`src/rtl/core/rafe_pkg.sv`:
```
// Package for the RIFF/AVI frame extractor core.
// Holds the chunk ids, parse phase codes, result beat type and FIFO sizing.
// No dependencies.
package rafe_pkg;

    localparam int LENGTH_BITS_DEFAULT = 24;

    localparam int CFG_W       = 24;
    localparam int CFG_INDEX_W = 1;
    localparam int TALLY_W     = 24;

    localparam logic [CFG_INDEX_W-1:0] REG_TOTAL_LENGTH   = 1'd0;
    localparam logic [CFG_INDEX_W-1:0] REG_MAX_FRAME_SIZE = 1'd1;

    localparam logic [CFG_W-1:0] TOTAL_LENGTH_RESET   = 24'd0;
    localparam logic [CFG_W-1:0] MAX_FRAME_SIZE_RESET = 24'd50000;
    localparam logic [CFG_W-1:0] MIN_FILE_BYTES       = 24'd12;

    localparam logic [31:0] ID_RIFF = 32'h4646_4952;
    localparam logic [31:0] ID_LIST = 32'h5453_494C;
    localparam logic [31:0] ID_MOVI = 32'h6976_6F6D;
    localparam logic [31:0] ID_00DC = 32'h6364_3030;
    localparam logic [31:0] ID_01DC = 32'h6364_3130;

    localparam logic [1:0] STATUS_OK        = 2'd0;
    localparam logic [1:0] STATUS_SHORT     = 2'd1;
    localparam logic [1:0] STATUS_BAD_MAGIC = 2'd2;

    localparam logic KIND_PAYLOAD = 1'b0;
    localparam logic KIND_SUMMARY = 1'b1;

    // Result FIFO: room for two beats is needed to take a byte.
    localparam int RES_DEPTH = 4;
    localparam int RES_PTR_W = $clog2(RES_DEPTH);
    localparam int RES_CNT_W = $clog2(RES_DEPTH + 1);

    localparam int TDATA_W = 40;

    typedef enum logic [7:0] {
        PH_MAGIC     = 8'b0000_0001,
        PH_HDR_ID    = 8'b0000_0010,
        PH_HDR_SIZE  = 8'b0000_0100,
        PH_LIST_TYPE = 8'b0000_1000,
        PH_SKIP      = 8'b0001_0000,
        PH_PAYLOAD   = 8'b0010_0000,
        PH_DONE      = 8'b0100_0000,
        PH_IDLE      = 8'b1000_0000
    } phase_t;

    typedef struct packed {
        logic               kind;
        logic [7:0]         payload_byte;
        logic               frame_begin;
        logic               frame_end;
        logic [1:0]         status;
        logic [TALLY_W-1:0] frames_found;
        logic               last_of_run;
    } result_t;

    // Results of one byte, in delivery order; v1 implies v0.
    typedef struct packed {
        logic    v0;
        result_t r0;
        logic    v1;
        result_t r1;
    } res_pair_t;

endpackage

```
`src/rtl/core/riff_avi_frame_extractor_core.sv`:
```
// Top level of the RIFF/AVI frame extractor core.
// Depends on rafe_pkg, rafe_parser and rafe_result_fifo.

// Feed a RIFF/AVI file one byte per input beat; mark byte zero with tuser to
// restart the parser (after reset the first byte counts as byte zero anyway).
// Write total_length (index 0) and max_frame_size (index 1) while idle. The
// core checks the length and the RIFF magic, walks chunk headers, enters RIFF
// and LIST movi, skips everything else, and forwards the payload of each
// accepted 00dc/01dc chunk as kind-0 beats flagged with frame begin and end.
// The byte at position total_length - 1 also yields a kind-1 summary beat with
// the status and the saturating frame count; later bytes yield nothing until
// the next restart. tlast marks the last beat caused by an input byte.
// Rate: one byte per clock while the result FIFO has room for two beats. Each
// byte is parsed in the cycle it is accepted and its beats land in a four-beat
// result FIFO; a byte is taken whenever that FIFO has room for two beats, so
// bytes yielding one beat each sustain one byte per cycle while m_tready holds
// high. The final byte of a frame-ending file yields two beats.
module riff_avi_frame_extractor_core #(
    parameter int LENGTH_BITS = rafe_pkg::LENGTH_BITS_DEFAULT
) (
    input  logic                             clk,
    input  logic                             rst_n,
    // Input byte stream
    input  logic                             s_tvalid,
    output logic                             s_tready,
    input  logic [7:0]                       s_tdata,   // [7:0] data_byte
    input  logic                             s_tuser,   // [0] first_byte
    // Result stream
    output logic                             m_tvalid,
    input  logic                             m_tready,
    // [7:0] payload_byte, [8] frame_begin, [9] frame_end, [11:10] status,
    // [35:12] frames_found, [39:36] zero
    output logic [rafe_pkg::TDATA_W-1:0]     m_tdata,
    output logic                             m_tuser,   // [0] kind
    output logic                             m_tlast,   // last_of_run
    // Configuration writes
    input  logic                             cfg_valid,
    output logic                             cfg_ready,
    input  logic [rafe_pkg::CFG_INDEX_W-1:0] cfg_index,
    input  logic [rafe_pkg::CFG_W-1:0]       cfg_data
);
    import rafe_pkg::*;

    // Keep only the bits a length counter of LENGTH_BITS can hold.
    localparam logic [CFG_W-1:0] CFG_MASK =
        (LENGTH_BITS >= CFG_W) ? '1 : CFG_W'((64'd1 << LENGTH_BITS) - 64'd1);

    logic [CFG_W-1:0] total_length_reg;
    logic [CFG_W-1:0] max_frame_size_reg;
    logic             in_accept;
    logic             room2;
    res_pair_t        res;
    result_t          out_item;

    assign cfg_ready = 1'b1;
    assign s_tready  = room2;
    assign in_accept = s_tvalid && room2;

    always_ff @(posedge clk or negedge rst_n)
    begin
        if (!rst_n)
        begin
            total_length_reg   <= TOTAL_LENGTH_RESET;
            max_frame_size_reg <= MAX_FRAME_SIZE_RESET;
        end
        else if (cfg_valid)
        begin
            case (cfg_index)
                REG_TOTAL_LENGTH:   total_length_reg   <= cfg_data & CFG_MASK;
                REG_MAX_FRAME_SIZE: max_frame_size_reg <= cfg_data & CFG_MASK;
                default:
                begin
                end
            endcase
        end
    end

    // Parse the accepted byte; its beats go straight into the FIFO.
    rafe_parser #(
        .LENGTH_BITS(LENGTH_BITS)
    ) u_parser (
        .clk           (clk),
        .rst_n         (rst_n),
        .take          (in_accept),
        .data_byte     (s_tdata),
        .first_byte    (s_tuser),
        .total_length  (total_length_reg),
        .max_frame_size(max_frame_size_reg),
        .res           (res)
    );

    // Drop the results of an unaccepted byte before they reach the FIFO.
    res_pair_t res_gated;

    always_comb
    begin
        res_gated    = res;
        res_gated.v0 = res.v0 && in_accept;
        res_gated.v1 = res.v1 && in_accept;
    end

    rafe_result_fifo u_fifo (
        .clk     (clk),
        .rst_n   (rst_n),
        .wr      (res_gated),
        .room2   (room2),
        .rd_valid(m_tvalid),
        .rd_ready(m_tready),
        .rd_item (out_item)
    );

    assign m_tdata = {4'd0, out_item.frames_found, out_item.status, out_item.frame_end,
                      out_item.frame_begin, out_item.payload_byte};
    assign m_tuser = out_item.kind;
    assign m_tlast = out_item.last_of_run;

endmodule

```
`src/rtl/core/rafe_parser.sv`:
```
// Chunk parser of the RIFF/AVI frame extractor: parse state and per-byte step.
// Depends on rafe_pkg.
module rafe_parser #(
    parameter int LENGTH_BITS = rafe_pkg::LENGTH_BITS_DEFAULT
) (
    input  logic                       clk,
    input  logic                       rst_n,
    input  logic                       take,
    input  logic [7:0]                 data_byte,
    input  logic                       first_byte,
    input  logic [rafe_pkg::CFG_W-1:0] total_length,
    input  logic [rafe_pkg::CFG_W-1:0] max_frame_size,
    output rafe_pkg::res_pair_t        res
);
    import rafe_pkg::*;

    localparam int PW = ((LENGTH_BITS > CFG_W) ? LENGTH_BITS : CFG_W) + 1;

    logic [LENGTH_BITS-1:0] pos_reg, pos_next;
    phase_t                 phase_reg, phase_next;
    logic [1:0]             fbc_reg, fbc_next;
    logic [31:0]            word_reg, word_next;
    logic [31:0]            cid_reg, cid_next;
    logic [31:0]            clen_reg, clen_next;
    logic [31:0]            brem_reg, brem_next;
    logic [TALLY_W-1:0]     tally_reg, tally_next;
    logic [1:0]             fail_reg, fail_next;

    // Round up to even, saturating at all ones.
    function automatic logic [31:0] padded(input logic [31:0] size);
        logic [31:0] p;
        p = size + 32'd1;
        padded = (size == '1) ? '1 : {p[31:1], 1'b0};
    endfunction

    always_comb
    begin
        logic [LENGTH_BITS-1:0] pos;
        phase_t                 ph;
        logic [1:0]             fbc;
        logic [31:0]            word, cid, clen, brem, word_in, skip_n, list_pad;
        logic [TALLY_W-1:0]     tally;
        logic [1:0]             fail;
        logic                   word_done, frame_ok, pay_v, sum_v;
        result_t                pay, sum;

        if (first_byte)
        begin
            pos = '0; ph = PH_MAGIC; fbc = '0; word = '0; cid = '0;
            clen = '0; brem = '0; tally = '0; fail = STATUS_OK;
        end
        else
        begin
            pos = pos_reg; ph = phase_reg; fbc = fbc_reg; word = word_reg; cid = cid_reg;
            clen = clen_reg; brem = brem_reg; tally = tally_reg; fail = fail_reg;
        end

        pos_next = pos; phase_next = ph; fbc_next = fbc; word_next = word; cid_next = cid;
        clen_next = clen; brem_next = brem; tally_next = tally; fail_next = fail;

        word_in   = {data_byte, word[31:8]};
        word_done = (fbc == 2'd3);
        frame_ok  = (word_in != 32'd0) && (word_in <= 32'(max_frame_size)) &&
                    (34'(pos) + 34'd1 + 34'(word_in) <= 34'(total_length));
        list_pad  = padded(clen);
        skip_n    = 32'd0;
        pay_v     = 1'b0;
        sum_v     = 1'b0;

        pay = '0;
        pay.kind         = KIND_PAYLOAD;
        pay.payload_byte = data_byte;
        pay.frame_begin  = (brem == clen);
        pay.frame_end    = (brem == 32'd1);

        if (ph != PH_DONE)
        begin
            case (ph)
                PH_MAGIC:
                begin
                    if (pos == '0 && total_length < MIN_FILE_BYTES)
                    begin
                        fail_next  = STATUS_SHORT;
                        phase_next = PH_IDLE;
                    end
                    else
                    begin
                        word_next = word_in;
                        fbc_next  = fbc + 2'd1;
                        if (word_done)
                        begin
                            cid_next = word_in;
                            if (word_in != ID_RIFF)
                            begin
                                fail_next  = STATUS_BAD_MAGIC;
                                phase_next = PH_IDLE;
                            end
                            else
                            begin
                                phase_next = PH_HDR_SIZE;
                            end
                        end
                    end
                end
                PH_HDR_ID:
                begin
                    word_next = word_in;
                    fbc_next  = fbc + 2'd1;
                    if (word_done)
                    begin
                        cid_next   = word_in;
                        phase_next = PH_HDR_SIZE;
                    end
                end
                PH_HDR_SIZE:
                begin
                    word_next = word_in;
                    fbc_next  = fbc + 2'd1;
                    if (word_done)
                    begin
                        clen_next = word_in;
                        if (cid == ID_RIFF)
                        begin
                            brem_next  = 32'd4;
                            phase_next = PH_SKIP;
                        end
                        else if (cid == ID_LIST)
                        begin
                            phase_next = PH_LIST_TYPE;
                        end
                        else if ((cid == ID_00DC || cid == ID_01DC) && frame_ok)
                        begin
                            brem_next  = word_in;
                            phase_next = PH_PAYLOAD;
                        end
                        else
                        begin
                            skip_n     = padded(word_in);
                            brem_next  = skip_n;
                            phase_next = (skip_n == 32'd0) ? PH_HDR_ID : PH_SKIP;
                        end
                    end
                end
                PH_LIST_TYPE:
                begin
                    word_next = word_in;
                    fbc_next  = fbc + 2'd1;
                    if (word_done)
                    begin
                        if (word_in == ID_MOVI)
                        begin
                            phase_next = PH_HDR_ID;
                        end
                        else
                        begin
                            // Clamp a LIST smaller than its type field to no skip.
                            skip_n     = (list_pad < 32'd4) ? 32'd0 : list_pad - 32'd4;
                            brem_next  = skip_n;
                            phase_next = (skip_n == 32'd0) ? PH_HDR_ID : PH_SKIP;
                        end
                    end
                end
                PH_SKIP:
                begin
                    brem_next = brem - 32'd1;
                    if (brem == 32'd1)
                    begin
                        phase_next = PH_HDR_ID;
                    end
                end
                PH_PAYLOAD:
                begin
                    pay_v     = 1'b1;
                    brem_next = brem - 32'd1;
                    if (brem == 32'd1)
                    begin
                        if (tally != '1)
                        begin
                            tally_next = tally + TALLY_W'(1);
                        end
                        // Skip the pad byte of an odd-sized frame.
                        skip_n     = {31'd0, clen[0] && (clen != '1)};
                        brem_next  = skip_n;
                        phase_next = (skip_n == 32'd0) ? PH_HDR_ID : PH_SKIP;
                    end
                end
                default:
                begin
                end
            endcase

            if (PW'(pos) + PW'(1) >= PW'(total_length))
            begin
                sum_v      = 1'b1;
                phase_next = PH_DONE;
            end

            if (pos != '1)
            begin
                pos_next = pos + LENGTH_BITS'(1);
            end
        end

        sum = '0;
        sum.kind         = KIND_SUMMARY;
        sum.status       = fail_next;
        sum.frames_found = tally_next;
        sum.last_of_run  = 1'b1;
        pay.last_of_run  = !sum_v;

        res.v0 = pay_v || sum_v;
        res.r0 = pay_v ? pay : sum;
        res.v1 = pay_v && sum_v;
        res.r1 = sum;
    end

    always_ff @(posedge clk or negedge rst_n)
    begin
        if (!rst_n)
        begin
            pos_reg   <= '0;
            phase_reg <= PH_MAGIC;
            fbc_reg   <= '0;
            word_reg  <= '0;
            cid_reg   <= '0;
            clen_reg  <= '0;
            brem_reg  <= '0;
            tally_reg <= '0;
            fail_reg  <= STATUS_OK;
        end
        else if (take)
        begin
            pos_reg   <= pos_next;
            phase_reg <= phase_next;
            fbc_reg   <= fbc_next;
            word_reg  <= word_next;
            cid_reg   <= cid_next;
            clen_reg  <= clen_next;
            brem_reg  <= brem_next;
            tally_reg <= tally_next;
            fail_reg  <= fail_next;
        end
    end

endmodule

```
`src/rtl/core/rafe_result_fifo.sv`:
```
// Result FIFO of the RIFF/AVI frame extractor: takes up to two beats per cycle,
// delivers one. Depends on rafe_pkg.
module rafe_result_fifo (
    input  logic                clk,
    input  logic                rst_n,
    input  rafe_pkg::res_pair_t wr,
    output logic                room2,
    output logic                rd_valid,
    input  logic                rd_ready,
    output rafe_pkg::result_t   rd_item
);
    import rafe_pkg::*;

    result_t                entry_reg [RES_DEPTH];
    logic [RES_PTR_W-1:0]   wp_reg, wp_next, rp_reg, rp_next;
    logic [RES_CNT_W-1:0]   cnt_reg, cnt_next;
    logic                   pop;

    assign rd_valid = (cnt_reg != '0);
    assign rd_item  = entry_reg[rp_reg];
    assign room2    = (cnt_reg <= RES_CNT_W'(RES_DEPTH - 2));
    assign pop      = rd_valid && rd_ready;

    always_comb
    begin
        wp_next  = wp_reg + RES_PTR_W'(wr.v0) + RES_PTR_W'(wr.v1);
        rp_next  = rp_reg + RES_PTR_W'(pop);
        cnt_next = cnt_reg + RES_CNT_W'(wr.v0) + RES_CNT_W'(wr.v1) - RES_CNT_W'(pop);
    end

    always_ff @(posedge clk or negedge rst_n)
    begin
        if (!rst_n)
        begin
            wp_reg  <= '0;
            rp_reg  <= '0;
            cnt_reg <= '0;
        end
        else
        begin
            wp_reg  <= wp_next;
            rp_reg  <= rp_next;
            cnt_reg <= cnt_next;
        end
    end

    always_ff @(posedge clk)
    begin
        if (wr.v0)
        begin
            entry_reg[wp_reg] <= wr.r0;
        end
        if (wr.v1)
        begin
            entry_reg[wp_reg + RES_PTR_W'(1)] <= wr.r1;
        end
    end

endmodule

```
`config.mk`:
```
export PLATFORM = sky130hd
export DESIGN_NAME = riff_avi_frame_extractor_core
export DESIGN_NICKNAME = d
export VERILOG_FILES = /design/src/rtl/core/rafe_pkg.sv /design/src/rtl/core/riff_avi_frame_extractor_core.sv /design/src/rtl/core/rafe_parser.sv /design/src/rtl/core/rafe_result_fifo.sv
export SDC_FILE = /design/constraint.sdc
export NUM_CORES = 1
export LEC_CHECK = 0
export BUFFER_PORTS_ARGS = -buffer_cell sky130_fd_sc_hd__buf_2
export CAP_MARGIN = 20
export CORE_AREA = 4 4 287 289
export CTS_CLUSTER_SIZE = 12
export DETAILED_ROUTE_END_ITERATION = 8
export DIE_AREA = 0 0 291 293
export PLACE_DENSITY_LB_ADDON = 0.08
export SLEW_MARGIN = 10
export SYNTH_ARGS = -nofsm -noshare
export SYNTH_HDL_FRONTEND = slang
export SYNTH_SLANG_ARGS = --single-unit
```
`constraint.sdc`:
```
create_clock -name clk -period 8.8 [get_ports clk]
set_input_delay 0 -clock clk [delete_from_list [all_inputs] [get_ports clk]]
set_output_delay 0 -clock clk [all_outputs]
set_load 0.02 [all_outputs]
```
; ---- After elaboration in Yosys (flattened, before gate mapping)
; Memories as Yosys holds them, arrays and structs flattened.
; Cells that the tools add are included.
[classes]
reduce_logical = 21
div = 0
n_lt_le_gt_ge = 6
mux = 72
n_bitwise = 1
addsub = 17
mul = 0
n_eq_ne = 21
shifts = 0
[op_table]
columns = op, n
row1 = 2-to-1 mux 32 bit, 23
row2 = 2-to-1 mux 24 bit, 8
row3 = == test 32 x 31 -> 1 bit (second input constant), 5
row4 = one-hot mux 32 bit (2 select lines), 2
row5 = one-hot mux 32 bit (4 select lines), 1
row6 = 2-to-1 mux 8 bit, 15
row7 = adder 32 x 1 -> 32 bit (second input constant), 2
row8 = == test 32 bit (second input constant), 2
row9 = logical NOT 32 bit, 2
row10 = adder 24 x 1 -> 25 bit (second input constant), 2
row11 = adder 24 x 1 -> 24 bit (second input constant), 2
row12 = inequality test 24 bit (second input constant), 2
row13 = one-hot mux 8 bit (6 select lines), 1
row14 = 2-to-1 mux 38 bit, 1
row15 = adder 34 x 32 -> 34 bit, 1
row16 = <= comparator 34 x 24 -> 1 bit, 1
row17 = == test 32 x 1 -> 1 bit (second input constant), 1
row18 = == test 32 bit, 1
row19 = <= comparator 32 x 24 -> 1 bit, 1
row20 = less-than comparator 32 x 3 -> 1 bit (second input constant), 1
row21 = inequality test 32 x 31 -> 1 bit (second input constant), 1
row22 = inequality test 32 bit (second input constant), 1
row23 = nonzero test 32 bit, 1
row24 = subtractor 32 x 1 -> 32 bit (second input constant), 1
row25 = other kinds (28), 60
[word_totals]
latch_bits = 0
out_inout_bits = 45
memories = 1
elab_cells = 153
regBits = 243
ramBits = 152
inputBits = 39
mem_bits_ro = 0
[mem_list]
columns = name, depth, width, rd, rd_clocked_by_memory_dff, write_ports, line
row1 = u_fifo.entry_reg, 4, 38, 1, 0, 2, rafe_result_fifo.sv:14  ; result_t entry_reg [RES_DEPTH];

; ---- Logic depth before layout (Yosys ltp)
[depth]
word_depth = 13
ltp_mapped = 41
depth_no_buf = 31

; ---- Modules after synthesis
; A second synthesis with hierarchy kept.
[hier_totals]
hier_cells = 2909
area_unflattened_um2 = 28416.0
[modules_own_cells]
columns = mod, cells_each, seq_area_each_um2, area_each_um2, n_inst
row1 = rafe_parser, 2393, 4505.6, 18610.3, 1
row2 = rafe_result_fifo, 403, 4739.5, 7748.7, 1
row3 = riff_avi_frame_extractor_core, 113, 1208.7, 2057.0, 1

; ---- Worst setup path after synthesis
; Ideal clock, no wire load.
[synth_path]
kind = input to register
start = in s_tuser
end = reg u_parser.brem_reg[2]
slack_ns = 1.851
required_time_ns = 8.673
n_path_buf = 12
cell_stages = 40
setup_time_ns = 0.127
arrival_time_ns = 6.822
path_cell_list = buf_6 -> buf_6 -> buf_6 -> buf_6 -> buf_2 -> buf_2 -> buf_2 -> buf_2 -> buf_2 -> buf_1 -> clkbuf_1 -> nor2b_1 -> ha_1 -> inv_1 -> nor2_1 -> xnor2_1 -> nor2_1 -> ha_1 -> [... 4 more ...] -> a31o_2 -> o21ai_0 -> a21o_1 -> a21oi_1 -> xnor2_1 -> ha_1 -> a21oi_1 -> nor2_1 -> a211oi_1 -> nor2_1 -> a2111oi_0 -> a31oi_1 -> nor3_1 -> o21ai_2 -> or2_1 -> buf_2 -> o211ai_1 -> a21oi_1
[synth_between]
elab_chain_cells = 12
word_cells_on_any_way = 47
cone_classes = 6 x add/sub / 3 x order compare / 14 x eq/ne / 19 x mux / 5 x reduce/logical
[synth_lines]
columns = item, line
row1 = start: declaration, riff_avi_frame_extractor_core.sv:27  ; input logic s_tuser,
row2 = 2-to-1 mux 24 bit, rafe_parser.sv:47  ; if (first_byte)
row3 = adder 24 x 1 -> 25 bit, rafe_parser.sv:64  ; (34'(pos) + 34'd1 + 34'(word_in) <= 34'(total_length));
row4 = adder 34 x 32 -> 34 bit, rafe_parser.sv:64
row5 = <= comparator 34 x 24 -> 1 bit, rafe_parser.sv:64
row6 = logical AND 1 bit, rafe_parser.sv:63  ; frame_ok = (word_in != 32'd0) && (word_in <= 32'(max_frame_size)) &&
row7 = logical AND 1 bit, rafe_parser.sv:131  ; else if ((cid == ID_00DC || cid == ID_01DC) && frame_ok)
row8 = 2-to-1 mux 32 bit, rafe_parser.sv:131
row9 = 2-to-1 mux 32 bit, rafe_parser.sv:127  ; else if (cid == ID_LIST)
row10 = 2-to-1 mux 32 bit, rafe_parser.sv:122  ; if (cid == ID_RIFF)
row11 = 2-to-1 mux 32 bit, rafe_parser.sv:119  ; if (word_done)
row12 = one-hot mux 32 bit (4 select lines), rafe_parser.sv:78  ; case (ph)
row13 = 2-to-1 mux 32 bit *, rafe_parser.sv:76  ; if (ph != PH_DONE)
row14 = end signal: assignment, rafe_parser.sv:239  ; brem_reg <= brem_next;
row15 = end: declaration, rafe_parser.sv:25  ; logic [31:0] brem_reg, brem_next;
; Every way passes the cells marked *; elsewhere a longest branch is shown, timed or not.
; A chain may end at the register's enable or synchronous reset.

; ---- Worst setup path after layout
[layout_path]
start = reg u_parser.pos_reg[0]
end = reg u_parser.brem_reg[19]
[layout_between]
elab_chain_cells = 12
[layout_lines]
columns = item, line
row1 = start: declaration, rafe_parser.sv:19  ; logic [LENGTH_BITS-1:0] pos_reg, pos_next;
row2 = start signal: assignment, rafe_parser.sv:233  ; pos_reg <= pos_next;
row3 = 2-to-1 mux 24 bit, rafe_parser.sv:47
row4 = adder 24 x 1 -> 25 bit, rafe_parser.sv:64
row5 = adder 34 x 32 -> 34 bit, rafe_parser.sv:64
row6 = <= comparator 34 x 24 -> 1 bit, rafe_parser.sv:64
row7 = logical AND 1 bit, rafe_parser.sv:63
row8 = logical AND 1 bit, rafe_parser.sv:131
row9 = 2-to-1 mux 32 bit, rafe_parser.sv:131
row10 = 2-to-1 mux 32 bit, rafe_parser.sv:127
row11 = 2-to-1 mux 32 bit, rafe_parser.sv:122
row12 = 2-to-1 mux 32 bit, rafe_parser.sv:119
row13 = one-hot mux 32 bit (4 select lines), rafe_parser.sv:78
row14 = 2-to-1 mux 32 bit, rafe_parser.sv:76
; No other way between the ends.

==> run summary <==
Post-synth ARST share -> 60.7%
Clock root buffer -> clkbuf_16
Cell count after synthesis -> 3163
Slew Limit Fails -> 0
Sink Count -> 387
Max Clock Skew -> 0.0337 ns
Final setup vio count -> 0
Final hold vios -> 0
Placed Cells -> 4152
TNS Setup -> 0 ns
Tot Pwr -> 0.00708 W
GRT Total Usage -> 26.1%
First-pass GRT wire length -> 171000 um
Worst slew pin tran -> 1.11 ns
Share of layout cells above drive strength 1 -> 12.0%
Yosys warnings -> 0
Worst VDD drop -> 0.000123 V
Worst setup startpoint -> u_parser.pos_reg[0]
Clk buf depth -> 3
Worst Hold Depth -> 3
Routed Antenna Nets -> 0
Compound-Gate Fraction of Synth Area -> 18.7%
Met2 WL -> 52700 um
HP Class -> in2reg
Uppermost layer routed -> met4
Max-cap violations -> 0
Hold slack final -> 0.0694 ns
Hold endpoint -> max_frame_size_reg[14]
Clock-pin slew on the worst setup and hold paths -> 0.06 ns
Initial core utilization -> 34.6%
Antenna violations before repair -> 0
Residual DRC -> 0
Number of flip-flops in the largest register -> 152
Final core occ -> 39.3%
Avg Inst Size Synth -> 8.74 um^2
Crit. End Element -> flop
Slowest stage cell, crit path -> nor2_1
Status -> complete, no violations
Netlist cell types -> 106
CP bufs+invs -> 1
Die X -> 291 um
Largest family of logic cells by synthesized area -> simple AND/OR/NAND/NOR gates
Synth Area in Adders -> 5.28%
Static Leakage -> 12.5 nW
Clk_lat worst skew -> 0.61 ns
Max-Slew Margin vs Limit -> 25.6%
Slowest stage delay, CP -> 0.73 ns
Worst min-delay path startpoint -> cfg_valid
Vias per cell -> 5.94
Synthesized flop and latch total -> 387
Final cell count without fillers -> 4325
Critical path data required time -> 9.29 ns
Vias in the first global route -> 25200
CTS tree -> yes
Fmax -> 0.130 GHz
Port buffer count -> 78
Post-Syn Area -> 27600 um^2
Dominant synthesized flop cell -> dfrtp_1
Post-CTS sizing -> 0
Largest net degree at the start of global routing -> 109
RSZ-0062 raised after global routing -> false
CP top delay family -> compound AO/OA/AOI/OAI gates
H-tree depth -> 2
RePlAce Congestion -> 0.962
Routed WL per cell -> 26.4 um
Worst-path fanout max -> 11
Sequential fraction of the synthesis area -> 36.1%
CTS buffer count -> 49
Drt pass-1 iters -> 6
Final worst path period share -> 87.5%
EDFF count, synth -> 104
Post-Synth Simple-Gate Area -> 23.0%
Critical path class -> reg2reg
Post-Synth XOR/XNOR Area -> 5.09%
Die Ht -> 293 um
Reg2Reg Depth -> 26
1st-iter DRT viols -> 2416
Row cnt -> 104
Mux cell area share after synthesis -> 6.86%
Critical R2R Launch -> u_parser.pos_reg[0]
Worst reg2reg setup slack -> 1.10 ns
Total Nets Final -> 3376
Via Count -> 25700
Pwr dens -> 225 nW/um^2
Core area -> 79900 um^2
Critical Path Start Type -> flop
Hpwl dp -> 82800 um
WL met1 -> 49000 um
IO Pins -> 84
WL met3 -> 7500 um
Most used cell, CP -> nor2_1
Die area -> 85300 um^2
Critical R2R Capture -> u_parser.brem_reg[19]
Syn-to-layout area delta -> 13.7%
Crit path time final -> 7.70 ns
WP data arrival -> 8.19 ns
Overflow after GRT -> 0
DRT Wirelength -> 114000 um
-- report_power, final --
group / switching (W) / leakage [nW] / internal, W
clock network: 0.000857 / 0.785 / 0.00119
logic: 0.00150 / 7.65 / 0.000913
registers: 0.000547 / 4.08 / 0.00207
total: 0.00291 / 12.5 / 0.00417
-- per-stage QoR --
stage	instance area (um^2)	setup slack (ns)
floorplan	27600	1.85
global placement	28900	1.45
detailed placement	29000	1.25
CTS	31400	1.22
global route	31400	0.332
finish	31400	1.10
-- Yosys cell counts, drive strengths merged, types with 10 or more instances --
cell type	instances	share of area, %
nor2	366	5.0
nand2	314	4.3
o21ai	245	4.5
dfrtp	228	21
clkbuf	129	1.8
a21oi	125	2.3
inv	118	1.6
xnor2	113	3.6
ha	107	4.8
edfxtp	104	11
nand3	90	1.7
nor3	88	1.9
buf	80	1.5
nand4	72	1.7
a22oi	71	1.9
nor2b	57	1.3
nor4	57	1.5
mux2i	50	1.8
dfxtp	48	3.5
mux2	48	2.0
xor2	45	1.4
a22o	42	1.3
a21o	41	1.1
mux4	38	3.1
a31oi	33	0.86
and3	33	0.75
o22ai	32	0.72
and2	31	0.71
nand2b	27	0.67
o31ai	25	0.68
o211ai	20	0.54
or3	18	0.41
a211oi	17	0.50
and4	16	0.51
o21a	15	0.43
nor4b	14	0.56
or2	14	0.32
or4	14	0.39
a31o	11	0.35
a221oi	10	0.32
-- worst register-to-register path: cells and delay by family (launching register included) --
family | cells | cell delay, ns
AO/OA/AOI/OAI | 13 | 3.22
XOR/XNOR | 2 | 0.39
adder cells (fa/ha/maj) | 3 | 1.01
buffers and inverters | 1 | 0.12
flip-flops | 1 | 0.37
AND/OR/NAND/NOR | 7 | 2.47
-- cells in the final DEF, fill, tap and decap left out, types with 32 or more instances in the layout --
| master | Yosys | routed |
|---|---|---|
| a21o_1 | 41 | 41 |
| a21oi_1 | 123 | 123 |
| a22o_1 | 42 | 42 |
| a22oi_1 | 71 | 71 |
| and3_1 | 33 | 33 |
| buf_2 | 48 | 77 |
| buf_4 | 6 | 56 |
| clkbuf_16 | 0 | 52 |
| dfrtp_1 | 228 | 226 |
| dfxtp_1 | 48 | 48 |
| dlygate4sd3_1 | 0 | 79 |
| edfxtp_1 | 104 | 104 |
| ha_1 | 107 | 107 |
| inv_1 | 118 | 118 |
| mux2_2 | 48 | 48 |
| mux2i_1 | 50 | 50 |
| mux4_2 | 38 | 38 |
| nand2_1 | 314 | 312 |
| nand3_1 | 87 | 87 |
| nand4_1 | 68 | 68 |
| nor2_1 | 366 | 364 |
| nor2b_1 | 56 | 55 |
| nor3_1 | 80 | 80 |
| nor4_1 | 49 | 49 |
| o21ai_0 | 238 | 234 |
| o22ai_1 | 32 | 32 |
| xnor2_1 | 113 | 113 |
| xor2_1 | 45 | 45 |
-- logic make-up after synthesis --
family	Yosys count
AO/OA/AOI/OAI	785
XOR/XNOR	159
adder cells (fa/ha/maj)	115
buffers and inverters	329
flip-flops	387
multiplexers	136
other	2
AND/OR/NAND/NOR	1250
-- final cells by class --
type | count | area [um^2]
fill | 8101 | 48500
multi-input combinational | 2450 | 16400
clock inverter | 21 | 208
antenna | 1 | 2.50
inverter | 120 | 450
sequential | 387 | 9980
timing repair buffer | 218 | 1700
tap | 1060 | 1330
clock buffer | 68 | 1410
-- worst max-delay path by stage --
stage                                        to  slack (ns)  depth (start not counted)
final                     u_parser.brem_reg[19]        1.10                         26
after global routing      u_parser.brem_reg[19]        0.33                         26
after CTS                 u_parser.brem_reg[19]        1.22                         26
after detailed placement  u_parser.brem_reg[19]        1.25                         26
after global placement    u_parser.brem_reg[19]        1.45                         28
after floorplan            u_parser.brem_reg[2]        1.85                         40
-- metal layers --
metal / vias up / track usage [%]
met5: - / 0
met3: 206 / 3.57
li1: 11700 / -
met4: 0 / 9.79
met2: 1035 / 42.6
met1: 12700 / 35.5
-- timing repair --
item	CTS	global route
hold buffers	80	0
setup buffers	0	0
endpoints found under the hold margin	132	0
setup endpoints to repair	0	0
Power figures use the tool's default switching activity.
